$ cat src/hw/rtl/sbcm_pkg.sv
// Shared constants, step codes and control structs of the slice blend metric block.
`default_nettype none

package sbcm_pkg;

  localparam int MAX_VOXELS = 16777216;
  localparam int PIXEL_BITS = 16;

  localparam int PIX_W      = 16;
  localparam int MASK_W     = 8;
  localparam int WEIGHT_W   = 16;
  localparam int OFFSET_W   = 25;
  localparam int BLEND_W    = 28;
  localparam int METRIC_W   = 64;
  localparam int SUM_W      = 52;
  localparam int SQ_W       = 64;
  localparam int ERR_W      = 64;
  localparam int COUNT_W    = $clog2(MAX_VOXELS) + 1;
  localparam int CFG_IDX_W  = 2;
  localparam int CFG_DATA_W = 25;
  localparam int DIV_STEPS  = 64;
  localparam int SQRT_STEPS = 32;

  localparam logic [PIX_W-1:0]  PIX_MASK     = PIX_W'((32'd1 << PIXEL_BITS) - 32'd1);
  localparam logic [MASK_W-1:0] MASK_SKIP    = 8'd0;
  localparam logic [MASK_W-1:0] MASK_CLASS_A = 8'd255;

  // Configuration register indexes
  localparam logic [CFG_IDX_W-1:0] CFG_MASK_EN  = 2'd0;
  localparam logic [CFG_IDX_W-1:0] CFG_BOTTOM_W = 2'd1;
  localparam logic [CFG_IDX_W-1:0] CFG_TOP_W    = 2'd2;
  localparam logic [CFG_IDX_W-1:0] CFG_OFFSET   = 2'd3;

  // Sequencer steps, also the controller state codes
  localparam int OP_W = 5;
  localparam logic [OP_W-1:0] OP_IDLE    = 5'd0;
  localparam logic [OP_W-1:0] OP_MUL     = 5'd1;
  localparam logic [OP_W-1:0] OP_BLEND   = 5'd2;
  localparam logic [OP_W-1:0] OP_SQ      = 5'd3;
  localparam logic [OP_W-1:0] OP_ACC     = 5'd4;
  localparam logic [OP_W-1:0] OP_CHK     = 5'd5;
  localparam logic [OP_W-1:0] OP_DIV_MA  = 5'd6;
  localparam logic [OP_W-1:0] OP_DIV_MB  = 5'd7;
  localparam logic [OP_W-1:0] OP_DIV_QA  = 5'd8;
  localparam logic [OP_W-1:0] OP_DIV_QB  = 5'd9;
  localparam logic [OP_W-1:0] OP_MUL_AL  = 5'd10;
  localparam logic [OP_W-1:0] OP_MUL_AH  = 5'd11;
  localparam logic [OP_W-1:0] OP_MUL_BL  = 5'd12;
  localparam logic [OP_W-1:0] OP_MUL_BH  = 5'd13;
  localparam logic [OP_W-1:0] OP_SQRT_A  = 5'd14;
  localparam logic [OP_W-1:0] OP_SQRT_B  = 5'd15;
  localparam logic [OP_W-1:0] OP_MUL_SD  = 5'd16;
  localparam logic [OP_W-1:0] OP_SQRT_D  = 5'd17;
  localparam logic [OP_W-1:0] OP_CHKD    = 5'd18;
  localparam logic [OP_W-1:0] OP_DIV_M   = 5'd19;
  localparam logic [OP_W-1:0] OP_FIN     = 5'd20;

  typedef struct packed {
    logic [OP_W-1:0] op;
    logic            start;
    logic            load;
  } cmd_t;

  typedef struct packed {
    logic done;
    logic both;
    logic den_zero;
    logic last;
    logic out_free;
  } status_t;

endpackage

`default_nettype wire

$ cat src/hw/rtl/sbcm_ctrl.sv
// Sequencer state machine: voxel steps and the end-of-frame metric sequence.
`default_nettype none

module sbcm_ctrl (
  input  logic             clk,
  input  logic             rst_n,
  input  logic             in_valid,
  input  sbcm_pkg::status_t status,
  output logic             in_ready,
  output sbcm_pkg::cmd_t   cmd
);
  import sbcm_pkg::*;

  logic [OP_W-1:0] state_r, state_nxt;
  logic            start_r, start_nxt;
  logic            step_done;

  // done from the iterative units counts only after their load cycle
  assign step_done = !start_r && status.done;

  // next state
  always_comb begin
    state_nxt = state_r;
    case (state_r)
      OP_IDLE:   if (in_valid) state_nxt = OP_MUL;
      OP_MUL:    state_nxt = OP_BLEND;
      OP_BLEND:  state_nxt = OP_SQ;
      OP_SQ:     state_nxt = OP_ACC;
      OP_ACC:    state_nxt = OP_CHK;
      OP_CHK:    state_nxt = (status.last && status.both) ? OP_DIV_MA : OP_FIN;
      OP_DIV_MA: if (step_done) state_nxt = OP_DIV_MB;
      OP_DIV_MB: if (step_done) state_nxt = OP_DIV_QA;
      OP_DIV_QA: if (step_done) state_nxt = OP_DIV_QB;
      OP_DIV_QB: if (step_done) state_nxt = OP_MUL_AL;
      OP_MUL_AL: if (step_done) state_nxt = OP_MUL_AH;
      OP_MUL_AH: if (step_done) state_nxt = OP_MUL_BL;
      OP_MUL_BL: if (step_done) state_nxt = OP_MUL_BH;
      OP_MUL_BH: if (step_done) state_nxt = OP_SQRT_A;
      OP_SQRT_A: if (step_done) state_nxt = OP_SQRT_B;
      OP_SQRT_B: if (step_done) state_nxt = OP_MUL_SD;
      OP_MUL_SD: if (step_done) state_nxt = OP_SQRT_D;
      OP_SQRT_D: if (step_done) state_nxt = OP_CHKD;
      OP_CHKD:   state_nxt = status.den_zero ? OP_FIN : OP_DIV_M;
      OP_DIV_M:  if (step_done) state_nxt = OP_FIN;
      OP_FIN:    if (status.out_free) state_nxt = OP_IDLE;
      default:   state_nxt = OP_IDLE;
    endcase
  end

  // start marks the first cycle of each step; it loads the shared units
  assign start_nxt = (state_nxt != state_r);

  always_ff @(posedge clk) begin
    if (!rst_n) begin
      state_r <= OP_IDLE;
      start_r <= 1'b0;
    end else begin
      state_r <= state_nxt;
      start_r <= start_nxt;
    end
  end

  assign in_ready  = (state_r == OP_IDLE);
  assign cmd.op    = state_r;
  assign cmd.start = start_r;
  assign cmd.load  = (state_r == OP_IDLE) && in_valid;

endmodule

`default_nettype wire

$ cat config.mk
export PLATFORM = sky130hd
export DESIGN_NAME = sbcm_ctrl
export DESIGN_NICKNAME = d
export VERILOG_FILES = /design/src/hw/rtl/sbcm_pkg.sv /design/src/hw/rtl/sbcm_ctrl.sv
export SDC_FILE = /design/constraint.sdc
export NUM_CORES = 1
export LEC_CHECK = 0
export BUFFER_PORTS_ARGS = -buffer_cell sky130_fd_sc_hd__buf_2
export CAP_MARGIN = 15
export CORE_MARGIN = 1
export CORE_UTILIZATION = 44
export DETAILED_ROUTE_END_ITERATION = 10
export GPL_TIMING_DRIVEN = 0
export PLACE_DENSITY_LB_ADDON = 0.25
export REMOVE_ABC_BUFFERS = 1
export SLEW_MARGIN = 20
export SYNTH_ARGS = -nofsm -noshare
export SYNTH_HDL_FRONTEND = slang
export SYNTH_SLANG_ARGS = --single-unit
export TNS_END_PERCENT = 10
$ cat constraint.sdc
create_clock -name clk -period 1.7 [get_ports clk]
set_input_delay 0.085 -clock clk [delete_from_list [all_inputs] [get_ports clk]]
set_output_delay 0.085 -clock clk [all_outputs]
set_load 0.03 [all_outputs]
==> results.sh <==
export IMPL_grt_use_met1=0.289
export IMPL_die_width_um=38.4
export IMPL_grt_max_degree=25
export IMPL_period_needed_ps=1740
export IMPL_stdcell_count=112
export IMPL_syn_area_um2=584
export IMPL_max_freq_ghz=0.576
export IMPL_synthCells=82
export IMPL_synth_edf_count=0
export IMPL_hold_buffers=0
export IMPL_drt_wirelength_per_cell_um=13.1
export IMPL_cts_sinks=6
export IMPL_fin_util=0.642
export IMPL_synth_seq_cells=6
export IMPL_grt_usage=0.223
export IMPL_antenna_cells=0
export IMPL_hold_viol=0
export IMPL_cts_path_max_buffers=2
export IMPL_violations="negative setup slack"
export IMPL_maxSlewViolCount=0
export IMPL_synth_area_top_cells="dfxtp_1 (21%), a21oi_1 (5.1%), nor2_1 (4.5%), xnor2_1 (4.5%), o21ai_0 (4.3%)"
export IMPL_nFillCells=110
export IMPL_drc=0
export IMPL_finalSetupTns_ps=-35.5
export IMPL_die_area_um2=1480
export IMPL_top_usage_layer="met2"
export IMPL_viasPerCell=5.94
export IMPL_path_cells="or3b_4 > nor4b_2 > a31oi_1 > o211a_1 > xnor2_1 > o31a_1"
export IMPL_yosysSeqAreaShare=0.206
export IMPL_ys_flop_type="dfxtp_1"
export IMPL_dp_cells=103
export IMPL_die_h_um=38.4
export IMPL_use_met2=0.347
export IMPL_crit_path_end_kind="flip-flop"
export IMPL_whs_ps=114
export IMPL_synth_common_cells="nor2_1 (7), a21oi_1 (6), dfxtp_1 (6), nand2_1 (6)"
export IMPL_drive_gt1_frac=0.357
export IMPL_vias=665
export IMPL_slowest_stage="or3b_4"
export IMPL_total_power_mw=0.678
export IMPL_place_congestion=0.841
export IMPL_grt_pass1_wl_um=2240
export IMPL_async_flop_share=0
export IMPL_initial_utilization=0.499
export IMPL_overflow=0
export IMPL_avgSynthCellArea_um2=7.13
export IMPL_htreeDepth=1
export IMPL_area_delta_synth_final_pct=28.7
export IMPL_root_buffer="clkbuf_4"
export IMPL_p_leak_nw=0.299
export IMPL_ir_drop_mv=0.685
export IMPL_portBuffers=15
export IMPL_crit_fanout=5
export IMPL_nets=108
export IMPL_post_synth_top_count_cell="nor2_1"
export IMPL_antenna_found_initial=0
export IMPL_period_share=1.02
export IMPL_status="finished, violations left"
export IMPL_cp_arrival_ps=1860
export IMPL_setup_viol=1
export IMPL_numCtsBuffers=3
export IMPL_rsz0062_at_grt="yes"
export IMPL_worstPathRequired_ps=1820
export IMPL_crit_type="flip-flop to flip-flop"
export IMPL_finalWirelength_um=1460
export IMPL_ys_types=36
export IMPL_clock_latency_ps=230
export IMPL_relSlewSlack=0.785
export IMPL_drt_iter0_drc=32
export IMPL_netlist_area_leader_share=0.206
export IMPL_cts_tree="built"
export IMPL_grt_pass1_vias=523
export IMPL_max_stage_delay_ps=420
export IMPL_finalWorstSetupSlack_ps=-35.5
export IMPL_clk_pin_slew_ps=40
export IMPL_cap_violations=0
export IMPL_hold_class="input port to flip-flop"
export IMPL_yosysWarnings=0
export IMPL_dpl_hpwl_um=913
export IMPL_synth_top_cell_by_area="dfxtp_1"
export IMPL_met3_usage=0.0349
export IMPL_fin_worst_skew_ps=1.65
export IMPL_coreArea_um2=1170
export IMPL_power_density_nw_per_um2=901
export IMPL_io_pins=16
export IMPL_rows=12
export IMPL_startpoint_type="flip-flop"
export IMPL_ant_nets=0
export IMPL_worstMarginPinSlew_ps=323
export IMPL_firstDrtPassIters=4
path summary, 6_finish.rpt:
path                          from               endpoint  slack (ps)  cells after the start
min reg2reg  state_r[4]$_SDFF_PN0_  state_r[3]$_SDFF_PN0_         630                      2
max reg2reg  state_r[3]$_SDFF_PN0_     start_r$_SDFF_PN0_         -40                      6
max          state_r[3]$_SDFF_PN0_     start_r$_SDFF_PN0_         -40                      6
min                          rst_n  state_r[4]$_SDFF_PN0_         110                      2
cell usage in the layout (no fill, tap or decap), drive strengths merged, types with 3 or more instances in the layout:
master  count
buf        21
nor2        7
nand2       6
a21oi       6
dfxtp       6
o21ai       5
nor3        4
nor2b       3
xnor2       3
clkbuf      3
flip-flops by register name, indices dropped and copies added, names as in the netlist:
register  cells
start_r       1
state_r       5
metal layers:
layer  part of all wire  wire length [um]
met1               0.48               699
met2               0.46               679
met4                  0                 0
met5                  0                 0
met3              0.057                83
kinds of logic after synthesis:
family | share of synthesized area
xor gates and xnor gates | 0.0450
and+or+nand+nor | 0.358
buffers and inverters | 0.0750
AOI/OAI and AO/OA | 0.317
DFF | 0.206
repair_timing:
action | 4_1_cts | 5_1_grt
resized for setup | 9 | 4
hold endpoints to repair | 0 | 0
setup endpoints to repair | 4 | 2
pin swaps | 4 | 3
buffers inserted | 5 | 1
through the flow:
stage | setup slack (ps) | area, um^2
after floorplan | -515 | 548
after global placement | -449 | 641
after detailed placement | -452 | 641
after CTS | -65.4 | 719
after global routing | -88.1 | 752
final | -35.5 | 752
where the power goes:
part | internal [mW] | switching, mW
Sequential | 0.162 | 0.0572
Clock | 0.0793 | 0.0433
Combinational | 0.151 | 0.184
worst max-delay path, delay by kind of cell (launching register included):
family	cells	cell delay [ps]
simple gates	2	640
compound gates	3	500
flops	1	340
xor+xnor	1	130
cell type report:
cell class,instances,area [um^2],share of cell area
inverters,2,7.51,0.00998
multi-input cells,66,448,0.596
well taps,14,17.5,0.0233
flip-flops and latches,6,136,0.181
clock buffers,3,22.5,0.0300
repair buffers,21,120,0.160
No activity file was read; power rests on OpenSTA's default activity.
